File: src/rtl/core/smstat_pkg.sv
// Shared widths, codes and control types for the streaming moment statistics block.
package smstat_pkg;

   // sample and set sizing
   localparam int SAMPLE_WIDTH = 16;
   localparam int MAX_COUNT    = 4096;
   localparam int COUNT_WIDTH  = 13;
   localparam int SUM_WIDTH    = 28;
   localparam int SQSUM_WIDTH  = 43;

   // intermediate products
   localparam int NQ_WIDTH  = 56;
   localparam int DEV_WIDTH = 55;
   localparam int ND_WIDTH  = 26;
   localparam int NDN_WIDTH = 39;

   // shared divider and square root
   localparam int NUM_WIDTH  = 72;
   localparam int DEN_WIDTH  = 39;
   localparam int RAD_WIDTH  = 48;
   localparam int ROOT_WIDTH = 24;

   // result field widths
   localparam int MEAN_WIDTH = 24;
   localparam int MID_WIDTH  = 17;
   localparam int SSD_WIDTH  = 51;
   localparam int VAR_WIDTH  = 40;
   localparam int STAT_WIDTH = 2;

   // status codes
   localparam logic [STAT_WIDTH-1:0] STATUS_OK       = 2'd0;
   localparam logic [STAT_WIDTH-1:0] STATUS_TOO_FEW  = 2'd1;
   localparam logic [STAT_WIDTH-1:0] STATUS_OVERFLOW = 2'd2;

   // which quantity the shared units are working on
   typedef enum logic [2:0] {
      JOB_MEAN,
      JOB_SSD,
      JOB_SD,
      JOB_SE,
      JOB_RMS
   } job_type;

   // controller states
   typedef enum logic [4:0] {
      ST_ACCUM,
      ST_MUL1,
      ST_MUL2,
      ST_MEAN_GO,
      ST_MEAN_WAIT,
      ST_SSD_GO,
      ST_SSD_WAIT,
      ST_SD_GO,
      ST_SD_WAIT,
      ST_SE_GO,
      ST_SE_WAIT,
      ST_RMS_GO,
      ST_RMS_WAIT,
      ST_SQ_SD_GO,
      ST_SQ_SD_WAIT,
      ST_SQ_SE_GO,
      ST_SQ_SE_WAIT,
      ST_SQ_RMS_GO,
      ST_SQ_RMS_WAIT,
      ST_OUT
   } state_type;

   // controller to datapath
   typedef struct packed {
      logic    acc_en;
      logic    acc_clear;
      logic    mul1_en;
      logic    mul2_en;
      logic    div_start;
      logic    div_store;
      logic    sqrt_start;
      logic    sqrt_store;
      logic    out_load;
      job_type job;
   } cmd_type;

   // datapath to controller
   typedef struct packed {
      logic div_done;
      logic sqrt_done;
   } status_type;

endpackage

File: src/rtl/core/smstat_ctrl.sv
// Sequencer: accumulation, closing computation and result handshake.
module smstat_ctrl (
   input  logic                   clock,
   input  logic                   reset,
   input  logic                   req_valid,
   input  logic                   req_last,
   output logic                   req_stall,
   output logic                   rsp_valid,
   input  logic                   rsp_stall,
   input  smstat_pkg::status_type stat,
   output smstat_pkg::cmd_type    cmd
);

   smstat_pkg::state_type state_ff, state_in;
   logic                  rsp_valid_ff, rsp_valid_in;
   logic                  accept;
   logic                  rsp_free;

   // state and result valid registers
   always_ff @(posedge clock) begin
      if (reset) begin
         state_ff     <= smstat_pkg::ST_ACCUM;
         rsp_valid_ff <= 1'b0;
      end else begin
         state_ff     <= state_in;
         rsp_valid_ff <= rsp_valid_in;
      end
   end

   // next state and commands
   always_comb begin
      state_in       = state_ff;
      cmd            = '0;
      cmd.job        = smstat_pkg::JOB_MEAN;
      req_stall      = (state_ff != smstat_pkg::ST_ACCUM);
      accept         = req_valid && !req_stall;
      rsp_free       = !rsp_valid_ff || !rsp_stall;
      cmd.acc_en     = accept;
      unique case (state_ff)
         smstat_pkg::ST_ACCUM: begin
            if (accept && req_last) begin
               state_in = smstat_pkg::ST_MUL1;
            end
         end
         smstat_pkg::ST_MUL1: begin
            cmd.mul1_en = 1'b1;
            state_in    = smstat_pkg::ST_MUL2;
         end
         smstat_pkg::ST_MUL2: begin
            cmd.mul2_en = 1'b1;
            state_in    = smstat_pkg::ST_MEAN_GO;
         end
         smstat_pkg::ST_MEAN_GO: begin
            cmd.div_start = 1'b1;
            state_in      = smstat_pkg::ST_MEAN_WAIT;
         end
         smstat_pkg::ST_MEAN_WAIT: begin
            if (stat.div_done) begin
               cmd.div_store = 1'b1;
               state_in      = smstat_pkg::ST_SSD_GO;
            end
         end
         smstat_pkg::ST_SSD_GO: begin
            cmd.job       = smstat_pkg::JOB_SSD;
            cmd.div_start = 1'b1;
            state_in      = smstat_pkg::ST_SSD_WAIT;
         end
         smstat_pkg::ST_SSD_WAIT: begin
            cmd.job = smstat_pkg::JOB_SSD;
            if (stat.div_done) begin
               cmd.div_store = 1'b1;
               state_in      = smstat_pkg::ST_SD_GO;
            end
         end
         smstat_pkg::ST_SD_GO: begin
            cmd.job       = smstat_pkg::JOB_SD;
            cmd.div_start = 1'b1;
            state_in      = smstat_pkg::ST_SD_WAIT;
         end
         smstat_pkg::ST_SD_WAIT: begin
            cmd.job = smstat_pkg::JOB_SD;
            if (stat.div_done) begin
               cmd.div_store = 1'b1;
               state_in      = smstat_pkg::ST_SE_GO;
            end
         end
         smstat_pkg::ST_SE_GO: begin
            cmd.job       = smstat_pkg::JOB_SE;
            cmd.div_start = 1'b1;
            state_in      = smstat_pkg::ST_SE_WAIT;
         end
         smstat_pkg::ST_SE_WAIT: begin
            cmd.job = smstat_pkg::JOB_SE;
            if (stat.div_done) begin
               cmd.div_store = 1'b1;
               state_in      = smstat_pkg::ST_RMS_GO;
            end
         end
         smstat_pkg::ST_RMS_GO: begin
            cmd.job       = smstat_pkg::JOB_RMS;
            cmd.div_start = 1'b1;
            state_in      = smstat_pkg::ST_RMS_WAIT;
         end
         smstat_pkg::ST_RMS_WAIT: begin
            cmd.job = smstat_pkg::JOB_RMS;
            if (stat.div_done) begin
               cmd.div_store = 1'b1;
               state_in      = smstat_pkg::ST_SQ_SD_GO;
            end
         end
         smstat_pkg::ST_SQ_SD_GO: begin
            cmd.job        = smstat_pkg::JOB_SD;
            cmd.sqrt_start = 1'b1;
            state_in       = smstat_pkg::ST_SQ_SD_WAIT;
         end
         smstat_pkg::ST_SQ_SD_WAIT: begin
            cmd.job = smstat_pkg::JOB_SD;
            if (stat.sqrt_done) begin
               cmd.sqrt_store = 1'b1;
               state_in       = smstat_pkg::ST_SQ_SE_GO;
            end
         end
         smstat_pkg::ST_SQ_SE_GO: begin
            cmd.job        = smstat_pkg::JOB_SE;
            cmd.sqrt_start = 1'b1;
            state_in       = smstat_pkg::ST_SQ_SE_WAIT;
         end
         smstat_pkg::ST_SQ_SE_WAIT: begin
            cmd.job = smstat_pkg::JOB_SE;
            if (stat.sqrt_done) begin
               cmd.sqrt_store = 1'b1;
               state_in       = smstat_pkg::ST_SQ_RMS_GO;
            end
         end
         smstat_pkg::ST_SQ_RMS_GO: begin
            cmd.job        = smstat_pkg::JOB_RMS;
            cmd.sqrt_start = 1'b1;
            state_in       = smstat_pkg::ST_SQ_RMS_WAIT;
         end
         smstat_pkg::ST_SQ_RMS_WAIT: begin
            cmd.job = smstat_pkg::JOB_RMS;
            if (stat.sqrt_done) begin
               cmd.sqrt_store = 1'b1;
               state_in       = smstat_pkg::ST_OUT;
            end
         end
         smstat_pkg::ST_OUT: begin
            // wait for the result register, then reopen the set
            if (rsp_free) begin
               cmd.out_load  = 1'b1;
               cmd.acc_clear = 1'b1;
               state_in      = smstat_pkg::ST_ACCUM;
            end
         end
         default: begin
            state_in = smstat_pkg::ST_ACCUM;
         end
      endcase
      // result word handshake
      if (cmd.out_load) begin
         rsp_valid_in = 1'b1;
      end else if (!rsp_stall) begin
         rsp_valid_in = 1'b0;
      end else begin
         rsp_valid_in = rsp_valid_ff;
      end
   end

   assign rsp_valid = rsp_valid_ff;

endmodule

File: config.mk
export PLATFORM = sky130hd
export DESIGN_NAME = smstat_ctrl
export DESIGN_NICKNAME = d
export VERILOG_FILES = /design/src/rtl/core/smstat_pkg.sv /design/src/rtl/core/smstat_ctrl.sv
export SDC_FILE = /design/constraint.sdc
export NUM_CORES = 1
export LEC_CHECK = 0
export ABC_AREA = 1
export ABC_CLOCK_PERIOD_IN_PS = 3160
export BUFFER_PORTS_ARGS = -buffer_cell sky130_fd_sc_hd__buf_2
export CORE_AREA = 2 2 39 41
export CTS_BUF_LIST = sky130_fd_sc_hd__clkbuf_2 sky130_fd_sc_hd__clkbuf_4 sky130_fd_sc_hd__clkbuf_8
export DETAILED_ROUTE_END_ITERATION = 12
export DIE_AREA = 0 0 41 43
export PLACE_DENSITY = 0.82
export SYNTH_ARGS = -nofsm -noshare
export SYNTH_HDL_FRONTEND = slang
export SYNTH_SLANG_ARGS = --single-unit
export TNS_END_PERCENT = 50
File: constraint.sdc
create_clock -name clock -period 3.16 [get_ports clock]
set_clock_uncertainty 0.1 [all_clocks]
set_input_delay 0 -clock clock [delete_from_list [all_inputs] [get_ports clock]]
set_output_delay 0 -clock clock [all_outputs]
set_load 0.005 [all_outputs]
# ---- Word level (Yosys, flattened, before mapping)
# Index checks and enable logic that the tools add are counted.
dict set report word_totals {
  regBits 6
  in_bits 7
  output_inout_bits 14
  wordCells 73
}
dict set report op_classes {
  eq_ne 30
  muxes 24
  n_reduce_logical 17
}
# operator n
set op_table {}
lappend op_table {{$pmux 5 s20} 1}
lappend op_table {{$mux 5} 10}
lappend op_table {{$eq 5x4->1 const B} 8}
lappend op_table {{$eq 5x3->1 const B} 4}
lappend op_table {{$eq 5x5->1 const B} 4}
lappend op_table {{$ne 2x2->1 const B} 10}
lappend op_table {{$mux 1} 12}
lappend op_table {{$pmux 3 s4} 1}
lappend op_table {{$reduce_or 4->1} 3}
lappend op_table {{$eq 5x2->1 const B} 2}
lappend op_table {{$reduce_and 10->1} 1}
lappend op_table {{$reduce_or 5->1} 2}
lappend op_table {{$reduce_or 3->1} 2}
lappend op_table {{$eq 5x1->1 const B} 1}
lappend op_table {{$logic_not 5->1} 1}
lappend op_table {{$reduce_bool 5->1} 1}
lappend op_table {{$logic_not 1->1} 3}
lappend op_table {{$logic_and 1x1->1} 2}
lappend op_table {{$ne 2x1->1 const B} 1}
lappend op_table {{$reduce_or 2->1} 1}
lappend op_table {{$logic_or 1x1->1} 1}

# ---- Depth between registers and ports, before layout
# Gate-level depths: netlist of run 1.
dict set report depth {
  depth_word 6
  mapped_depth 10
  ltp_nobuf 10
}

# ---- Least setup slack after synthesis of run 1
# OpenSTA, ideal clock, no wires.
dict set report synth_timing {
  path_type {register -> register}
  from {register state_ff[3]}
  to {register state_ff[4]}
  setup_ns 0.113
  arrival_ns 1.039
  required_ns 2.947
  slack_ns 1.908
  stages_incl_launch_ff 11
  path_buffers 0
  period_less_slack_ns 1.252
  path_cell_list {dfxtp_1 > inv_1 > nand2_4 > nor2_2 > nand3_2 > nand2_1 > inv_1 > nand3_2 > nand2_1 > nand2_1 > nor2_1}
}
dict set report synth_via {
  elab_chain_cells 6
  elab_cells_between_ends 36
  classes_between {29 x eq/ne; 1 x mux; 6 x reduce/logical}
}
# element line
set synth_rtl {}
lappend synth_rtl {{from (decl)} smstat_ctrl.sv:14} ;# smstat_pkg::state_type state_ff, state_in;
lappend synth_rtl {{from (signal assigned)} smstat_ctrl.sv:22} ;# state_ff <= smstat_pkg::ST_ACCUM;
lappend synth_rtl {{from (signal assigned)} smstat_ctrl.sv:25} ;# state_ff <= state_in;
lappend synth_rtl {{$reduce_bool 5->1} smstat_ctrl.sv:35} ;# req_stall = (state_ff != smstat_pkg::ST_ACCUM);
lappend synth_rtl {{$logic_not 1->1} smstat_ctrl.sv:36} ;# accept = req_valid && !req_stall;
lappend synth_rtl {{$logic_and 1x1->1} smstat_ctrl.sv:36}
lappend synth_rtl {{$logic_and 1x1->1} smstat_ctrl.sv:41} ;# if (accept && req_last) begin
lappend synth_rtl {{$ne 2x2->1 (no line)} --}
lappend synth_rtl {{$reduce_and 10->1 (no line)} --}
# Parallel ways exist; a longest one is shown, timed or not.
# A chain may end at the register's enable or synchronous reset.

==> results.py, run 1 <==
metrics = {
    "hold_path": {
        "hold_end": "state_ff[1]",
        "hold_depth": 5,
        "hold_start": "stat[0]",
        "worstHoldPathType": "primary input to flip-flop",
    },
    "layout": {
        "diodes": 0,
        "area_delta_synth_final_pct": 23.5,
        "nets": 137,
        "fin_cells": 144,
        "fillers": 159,
        "drive_gt1_share_pct": 27.3,
    },
    "placed_design": {
        "port_buffers": 20,
        "dp_worst_setup_slack_ns": 1.76,
        "place_congestion": 0.902,
        "dpl.cell_count": 139,
        "dp_hpwl_um": 1190,
    },
    "timing": {
        "hold_viol": 0,
        "max_freq_ghz": 0.629,
        "rsz0062_at_grt": "false",
        "slew_headroom_pct": 82.0,
        "setup_slack_ns": 1.57,
        "drv_slew": 0,
        "worstMarginPinSlew_ns": 0.269,
        "setup_viol": 0,
        "fin_crit_ns": 1.59,
        "finalSetupTns_ns": 0,
        "timing.final.crit_share_pct": 50.3,
    },
    "critical_path": {
        "critPathCaptureType": "output pin",
        "rrSetupSlack_ns": 1.72,
        "crit_chain": "inv_1, nor2_2, nand2_1, nand2_1, inv_1, nor2_1, nand3b_1, buf_2",
        "cp-start-kind": "flip-flop",
        "ff2ff_path_depth": 10,
        "worstSetupPathType": "flip-flop to output pin",
        "worst_path_max_delay_cell": "dfxtp_1",
        "reg2reg_to": "state_ff[4]",
        "critPathArrivalTime_ns": 1.49,
        "crit_fanout": 5,
        "cpPeakStageDelay_ns": 0.40,
        "cp.required_ns": 3.06,
        "rr_startpoint": "state_ff[3]",
    },
    "clocking": {
        "clk_pin_slew_ns": 0.06,
        "cts_sinks": 6,
        "tritoncts": "done",
        "clock_latency_ns": 0.25,
        "cts_buffers": 3,
        "clock-root-buffer": "clkbuf_4",
        "cts_buffer_depth": 2,
        "htreeDepth": 1,
    },
    "floorplanning": {
        "start_util_pct": 43.0,
        "die_area_um2": 1760,
        "core_area_um2": 1380,
        "num_rows": 14,
        "die_height_um": 43,
        "die_x_um": 41,
        "pin_count": 21,
    },
    "yosys": {
        "netlist_instances": 106,
        "yosysWarnings": 0,
        "synthesis.nets": 113,
        "ys_types": 18,
        "syn_area_um2": 596,
        "syn_area_per_cell_um2": 5.62,
        "ys_seq_elements": 6,
        "ys_seq_area_share_pct": 20.2,
    },
    "power": {
        "p_leak_nw": 0.443,
        "totalPowerFinal_w": 0.000574,
        "ir_worst_vdd_uv": 309,
        "power.density_nw_per_um2": 780,
    },
    "detailed_routing": {
        "drtPass1Iterations": 5,
        "antenna_left": 0,
        "vias": 734,
        "drt_iter0_drc": 23,
        "finalWirelength_um": 1500,
        "via_per_inst": 5.10,
        "drc": 0,
        "wl_per_cell_um": 10.4,
    },
    "global_route": {
        "antenna_found_initial": 0,
        "grt_pass1_vias": 636,
        "grt_max_degree": 10,
        "track_usage_pct": 20.6,
        "grt_overflow": 0,
        "grt_pass1_wl_um": 2570,
    },
    "flow_run": {
        "maxCapViolations": 0,
    },
    "status": {
        "status": "completed",
    },
}
## worst max-delay path, delay by kind of cell (launching register included)
kind          cells  cell delay, ns
simple gates      5            0.59
flops             1            0.40
buf+inv           3            0.24
## sequential cells by signal (all words and copies together), names as in the netlist
name	cells
rsp_valid	1
state_ff	5
## layer usage
layer | track usage, % | vias to the layer above | share of wire [%]
met5 | 0 | - | 0
met4 | 10.0 | 0 | 1.9
met3 | 3.66 | 4 | 6.9
met2 | 31.6 | 34 | 46
met1 | 26.6 | 318 | 45
li1 | - | 378 | -
## placed cells by master, fill, tap and decap left out
cell type	synthesis	layout
a21oi_1	9	9
a21oi_2	1	1
a2bb2oi_1	1	1
a31oi_1	1	1
buf_2	0	20
clkbuf_4	0	3
dfxtp_1	6	6
dlygate4sd3_1	0	2
inv_1	18	18
inv_2	1	1
nand2_1	24	24
nand2_2	2	2
nand2_4	1	1
nand3_1	7	7
nand3_2	4	4
nand3b_1	1	1
nand4_1	2	2
nor2_1	20	20
nor2_2	3	3
nor3_1	2	2
## synth_stat cells
cell	count	area, um2
inv_2	1	3.75
a21oi_2	1	8.76
nor3_1	2	10.0
nand3b_1	1	7.51
nor2_2	3	18.8
nand2_2	2	12.5
nand2_1	24	90.1
nand2_4	1	11.3
nor2_1	20	75.1
a31oi_1	1	6.26
a2bb2oi_1	1	8.76
buf_4	3	22.5
nand3_1	7	35.0
dfxtp_1	6	120
a21oi_1	9	45.0
nand3_2	4	40.0
inv_1	18	67.6
nand4_1	2	12.5
## power by group
group / switching [W] / total (W) / leakage [nW] / internal [W]
clock network: 0.0000314 / 0.0000746 / 0.0138 / 0.0000432
logic: 0.000232 / 0.000377 / 0.381 / 0.000146
registers: 0.0000267 / 0.000122 / 0.0489 / 0.0000954
## layout make-up
| type | count | area, um2 | share of cell area [%] |
|---|---|---|---|
| Tap cell | 16 | 20.0 | 2.72 |
| Clock buffer | 3 | 22.5 | 3.06 |
| Sequential cell | 6 | 120 | 16.3 |
| Multi-Input combinational cell | 78 | 382 | 51.9 |
| Timing Repair Buffer | 22 | 120 | 16.3 |
| Inverter | 19 | 71.3 | 9.69 |
## metrics by stage
step	cell area, um2	utilization, %	hold WS (ns)
global route	736	53.2	0.126
detailed placement	693	50.1	0.149
global placement	693	50.1	0.146
floorplan	596	-	-0.0376
CTS	736	53.2	0.0936
finish	736	53.2	0.101
## worst max path at each step
stage | from | end | slack, ns | cells past startpoint
floorplan | state_ff[3] | state_ff[4] | 1.91 | 10
global placement | state_ff[4] | state_ff[4] | 1.76 | 9
detailed placement | state_ff[4] | state_ff[4] | 1.76 | 9
CTS | state_ff[1] | cmd[0] | 1.58 | 8
global route | state_ff[0] | cmd[0] | 1.40 | 8
finish | state_ff[1] | cmd[0] | 1.57 | 8
## what timing repair did
item,CTS,global route
gates resized for setup,0,0
buffers inserted,0,0
hold endpoints to repair,6,0
hold buffers,2,0
## cell families (layout without fill, tap and decap cells)
kind of cell | after synthesis | after routing | share of synthesized area (%)
AOI/OAI and AO/OA | 12 | 12 | 11.6
and+or+nand+nor | 66 | 66 | 52.5
buffers and inverters | 22 | 44 | 15.8
DFF | 6 | 6 | 20.2
(Power assumes the default switching activity.)
==> inputs of run 2 (changes only) <==
- ABC_CLOCK_PERIOD_IN_PS: 3160 -> 1400
- CORE_AREA: 2 2 39 41 -> default
- CORE_MARGIN: default -> 1
- CORE_UTILIZATION: default -> 45
- DIE_AREA: 0 0 41 43 -> default
- PLACE_DENSITY: 0.82 -> 0.85
- clock period: 3.16 -> 1.4 ns (I/O delays scaled with it)
==> run 2 against run 1 <==
The flow now finishes with violations (setup timing). First-iteration DRC count rose by 4.3%. Largest power group unchanged. Non-clock buffer count rose by 11. Core utilization rose by 27 points. Hold slack improved by 0.024 ns. Via count rose by 16%. Largest cell class unchanged. Highest routed layer unchanged.
==> results.py, run 2 (same netlist as run 1, synthesis figures left out) <==
metrics = {
    "global_route": {
        "track_usage_pct": 25.8,
        "grt_pass1_wl_um": 2600,
        "antenna_found_initial": 0,
        "grt_max_degree": 10,
        "grt_pass1_vias": 662,
        "grt_overflow": 0,
    },
    "clocking": {
        "clk_pin_slew_ns": 0.05,
        "clock-root-buffer": "clkbuf_4",
        "cts_buffers": 3,
        "tritoncts": "done",
        "cts_buffer_depth": 2,
        "clock_latency_ns": 0.26,
        "htreeDepth": 1,
        "cts_sinks": 6,
    },
    "layout": {
        "area_delta_synth_final_pct": 57.8,
        "final_cell_mix": "buf_2 (20), nand2_1 (16), nor2_1 (15), inv_1 (10), buf_4 (10)",
        "fillers": 88,
        "largest_register_ffs": 5,
        "seq_area_um2": 134,
        "multi_input_area_um2": 480,
        "fin_cells": 153,
        "design_area_um2": 940,
        "drive_gt1_share_pct": 54.0,
        "nets": 148,
        "final_common_cell": "buf_2",
        "regMostFlops": "state_ff",
        "diodes": 0,
    },
    "detailed_routing": {
        "antenna_left": 0,
        "drc": 0,
        "drtPass1Iterations": 4,
        "via_per_inst": 5.56,
        "wl_per_cell_um": 13.9,
        "vias": 851,
        "drt_iter0_drc": 24,
        "finalWirelength_um": 2130,
    },
    "timing": {
        "setup_viol": 6,
        "hold_viol": 0,
        "drv_slew": 0,
        "holdWs_ns": 0.124,
        "worstMarginPinSlew_ns": 0.215,
        "max_freq_ghz": 0.691,
        "rsz0062_at_grt": "true",
        "fin_crit_ns": 1.45,
        "setup_slack_ns": -0.0471,
        "slew_headroom_pct": 85.6,
        "timing.final.crit_share_pct": 103,
        "finalSetupTns_ns": -0.189,
    },
    "placed_design": {
        "dp_worst_setup_slack_ns": -0.0330,
        "placed_area_um2": 706,
        "dp_hpwl_um": 1180,
        "port_buffers": 20,
        "dpl.cell_count": 139,
        "place_congestion": 0.856,
    },
    "critical_path": {
        "ff2ff_path_depth": 7,
        "reg2reg_to": "state_ff[0]",
        "crit_fanout": 5,
        "cp-start-kind": "flip-flop",
        "worstSetupPathType": "flip-flop to output pin",
        "rr_startpoint": "state_ff[1]",
        "critPathArrivalTime_ns": 1.35,
        "critPathCaptureType": "output pin",
        "rrSetupSlack_ns": -0.04,
        "cp.required_ns": 1.30,
    },
    "hold_path": {
        "worstHoldPathType": "primary input to flip-flop",
        "hold_depth": 5,
        "hold_end": "state_ff[1]",
        "hold_start": "stat[0]",
    },
    "floorplanning": {
        "die_height_um": 38.4,
        "pin_count": 21,
        "core_area_um2": 1170,
        "num_rows": 12,
        "die_area_um2": 1470,
        "die_x_um": 38.4,
        "start_util_pct": 50.9,
    },
    "flow_run": {
        "maxCapViolations": 0,
    },
    "power": {
        "power.density_nw_per_um2": 1970,
        "ir_worst_vdd_uv": 927,
        "p_leak_nw": 0.530,
    },
    "status": {
        "violations": "setup timing",
        "status": "finished, violations left",
    },
}
run 2: cell count changes in the layout (fill, tap and decap cells not counted), moves of 6 or more:
cell,previous run,this run
nand2_2,2,9
inv_1,18,10
nand2_1,24,16
buf_4,0,10
inv_2,1,7
run 2: power breakdown:
part           total (W)  switching, W  leakage [nW]  internal [W]
combinational    0.00132      0.000746         0.464      0.000579
clock           0.000171     0.0000729        0.0138     0.0000977
sequential      0.000354      0.000112        0.0519      0.000241
total            0.00185      0.000931         0.530      0.000918
run 2: worst max-delay path: stages, from the launching register on:
cell and delay [ns]:
dfxtp_4 0.40, inv_2 0.06, nor2_4 0.11, buf_6 0.13, nand3_4 0.08, nand2_2 0.09, inv_1 0.04, nand4_1 0.07
buf_2 0.11
run 2: cell type report:
cell class / instances / area share [%]
Clock buffer: 3 / 2.40
Inverter: 19 / 8.39
Multi-Input combinational cell: 78 / 51.1
Timing Repair Buffer: 33 / 22.0
Sequential cell: 6 / 14.2
Tap cell: 14 / 1.86
run 2: worst max path at each step:
stage	start	to	slack [ns]
6_report	state_ff[1]	cmd[1]	-0.05
5_1_grt	state_ff[1]	cmd[6]	-0.12
4_1_cts	state_ff[0]	cmd[0]	-0.08
3_5_place_dp	state_ff[4]	state_ff[4]	-0.03
3_3_place_gp	state_ff[4]	state_ff[4]	-0.01
2_1_floorplan	state_ff[3]	state_ff[4]	0.15
run 2: metal layers:
metal / vias to the layer above / global-route usage (%) / share of wire [%]
met4: 0 / 5.17 / 4.2
met3: 16 / 6.98 / 8.5
met1: 382 / 28.6 / 37
li1: 399 / - / -
met2: 54 / 48.3 / 50
met5: - / 0 / 0
run 2: stage by stage:
stage	util (%)	power (W)
after floorplan	-	0.000901
after global placement	60.3	0.00111
after detailed placement	60.3	0.00114
after CTS	70.6	0.00149
after global routing	80.2	0.00197
final	80.2	0.00185
run 2: timing repair:
| action | CTS | global route |
|---|---|---|
| resized for setup | 18 | 27 |
| hold endpoints to repair | 6 | 0 |
| setup endpoints to repair | 10 | 13 |
| hold buffers | 2 | 0 |
| setup buffers | 4 | 5 |
| pin swaps | 6 | 7 |
==> inputs of run 3 (changes only) <==
- SKIP_LAST_GASP: default -> 1
==> run 3 against run 2 <==
Global-route usage stayed put. Die area stayed put. Sequential power hardly changed. Largest cell class unchanged. Highest routed layer unchanged. Critical endpoint unchanged. Final cell count stayed put. Clock power hardly changed. Final area stayed put. Non-clock buffer count stayed put. Core utilization stayed put. Total power stayed put. The run still ends with setup timing left. Via count stayed put.
==> results.py, run 3 (same netlist as run 1, synthesis figures left out) <==
metrics = {
    "timing": {
        "worstMarginPinSlew_ns": 0.215,
        "rsz0062_at_grt": "true",
        "hold_viol": 0,
        "slew_headroom_pct": 85.6,
        "holdWs_ns": 0.124,
        "timing.final.crit_share_pct": 103,
        "setup_slack_ns": -0.0471,
        "drv_slew": 0,
        "max_freq_ghz": 0.691,
        "setup_viol": 6,
        "fin_crit_ns": 1.45,
    },
    "floorplanning": {
        "die_x_um": 38.4,
        "die_area_um2": 1470,
        "die_height_um": 38.4,
        "core_area_um2": 1170,
        "start_util_pct": 50.9,
        "pin_count": 21,
        "num_rows": 12,
    },
    "clocking": {
        "cts_buffers": 3,
        "cts_sinks": 6,
        "htreeDepth": 1,
        "cts_buffer_depth": 2,
        "tritoncts": "done",
        "clock-root-buffer": "clkbuf_4",
        "clock_latency_ns": 0.26,
        "clk_pin_slew_ns": 0.05,
    },
    "layout": {
        "final_cell_mix": "buf_2 (20), nand2_1 (16), nor2_1 (15), inv_1 (10), buf_4 (10)",
        "nets": 148,
        "drive_gt1_share_pct": 54.0,
        "area_delta_synth_final_pct": 57.8,
        "regMostFlops": "state_ff",
        "diodes": 0,
        "final_common_cell": "buf_2",
        "largest_register_ffs": 5,
        "post-route-util_pct": 80.2,
    },
    "critical_path": {
        "critPathCaptureType": "output pin",
        "cpPeakStageDelay_ns": 0.40,
        "critPathArrivalTime_ns": 1.35,
        "cp.required_ns": 1.30,
        "worstSetupPathType": "flip-flop to output pin",
        "cp-start-kind": "flip-flop",
        "crit_chain": "inv_2, nor2_4, buf_6, nand3_4, nand2_2, inv_1, nand4_1, buf_2",
        "cp-startpoint": "state_ff[1]",
        "worst_path_max_delay_cell": "dfxtp_4",
        "cp_top_family": "flip-flops",
        "rr_startpoint": "state_ff[1]",
        "crit_fanout": 5,
        "critPathBufInv": 4,
    },
    "status": {
        "status": "finished, violations left",
        "violations": "setup timing",
    },
    "detailed_routing": {
        "finalWirelength_um": 2130,
        "drc": 0,
        "wl_per_cell_um": 13.9,
        "drt_iter0_drc": 24,
        "antenna_left": 0,
        "via_per_inst": 5.56,
        "vias": 851,
        "drtPass1Iterations": 4,
    },
    "placed_design": {
        "port_buffers": 20,
        "place_congestion": 0.856,
        "dp_hpwl_um": 1180,
        "dp_worst_setup_slack_ns": -0.0330,
    },
    "power": {
        "p_leak_nw": 0.530,
        "power.density_nw_per_um2": 1970,
        "ir_worst_vdd_uv": 927,
    },
    "hold_path": {
        "worstHoldPathType": "primary input to flip-flop",
        "hold_start": "stat[0]",
    },
    "global_route": {
        "grt_max_degree": 10,
        "grt_pass1_wl_um": 2600,
        "grt_overflow": 0,
        "grt_pass1_vias": 660,
        "antenna_found_initial": 0,
        "track_usage_pct": 25.8,
    },
    "flow_run": {
        "maxCapViolations": 0,
    },
}
run 3: cell counts in the layout (fill, tap and decap cells not counted):
No cell type changed its count.
run 3: layout make-up:
class                      count  area (um2)
fill                          88         231
sequential                     6         134
multi-input combinational     78         480
timing repair buffer          33         206
inverter                      19        78.8
clock buffer                   3        22.5
tap                           14        17.5
run 3: report_power, final:
group	leakage (nW)	total, W	switching [W]	internal, W
clock network	0.0138	0.000171	0.0000729	0.0000977
registers	0.0519	0.000354	0.000112	0.000241
logic	0.464	0.00132	0.000746	0.000579
run 3: what timing repair did:
item,4_1_cts,5_1_grt
hold endpoints to repair,6,0
setup endpoints to repair,10,13
pin swaps,6,7
hold buffers,2,0
gates resized for setup,18,27
buffers inserted,4,5
run 3: per-layer routing:
metal	part of all wire, %	wire length [um]	global-route usage, %	vias up
met2	50	1060	48.3	54
met4	4.2	89	5.17	0
met3	8.5	180	6.98	16
li1	-	-	-	399
met1	37	792	28.6	382
met5	0	0	0	-
run 3: tightest hold or removal path, delay by kind of cell:
family                 cells  cell delay (ns)
AOI/OAI and AO/OA          2             0.19
and+or+nand+nor            2             0.16
buffers and inverters      1             0.11
run 3: stage by stage:
step / TNS (ns) / cells / total power (W) / cell area, um2
after floorplan: 0 / 106 / 0.000901 / 596
after global placement: -0.0105 / 139 / 0.00111 / 706
after detailed placement: -0.0640 / 139 / 0.00114 / 706
final: -0.189 / 153 / 0.00185 / 940
after CTS: -0.152 / 148 / 0.00149 / 827
after global routing: -0.867 / 153 / 0.00197 / 940
run 3: final timing paths:
check / end / slack, ns / cells after the start
setup / recovery: cmd[1] / -0.05 / 8
hold / removal: state_ff[1] / 0.12 / 5
setup reg to reg: state_ff[0] / -0.04 / 7
hold reg to reg: rsp_valid / 0.40 / 2
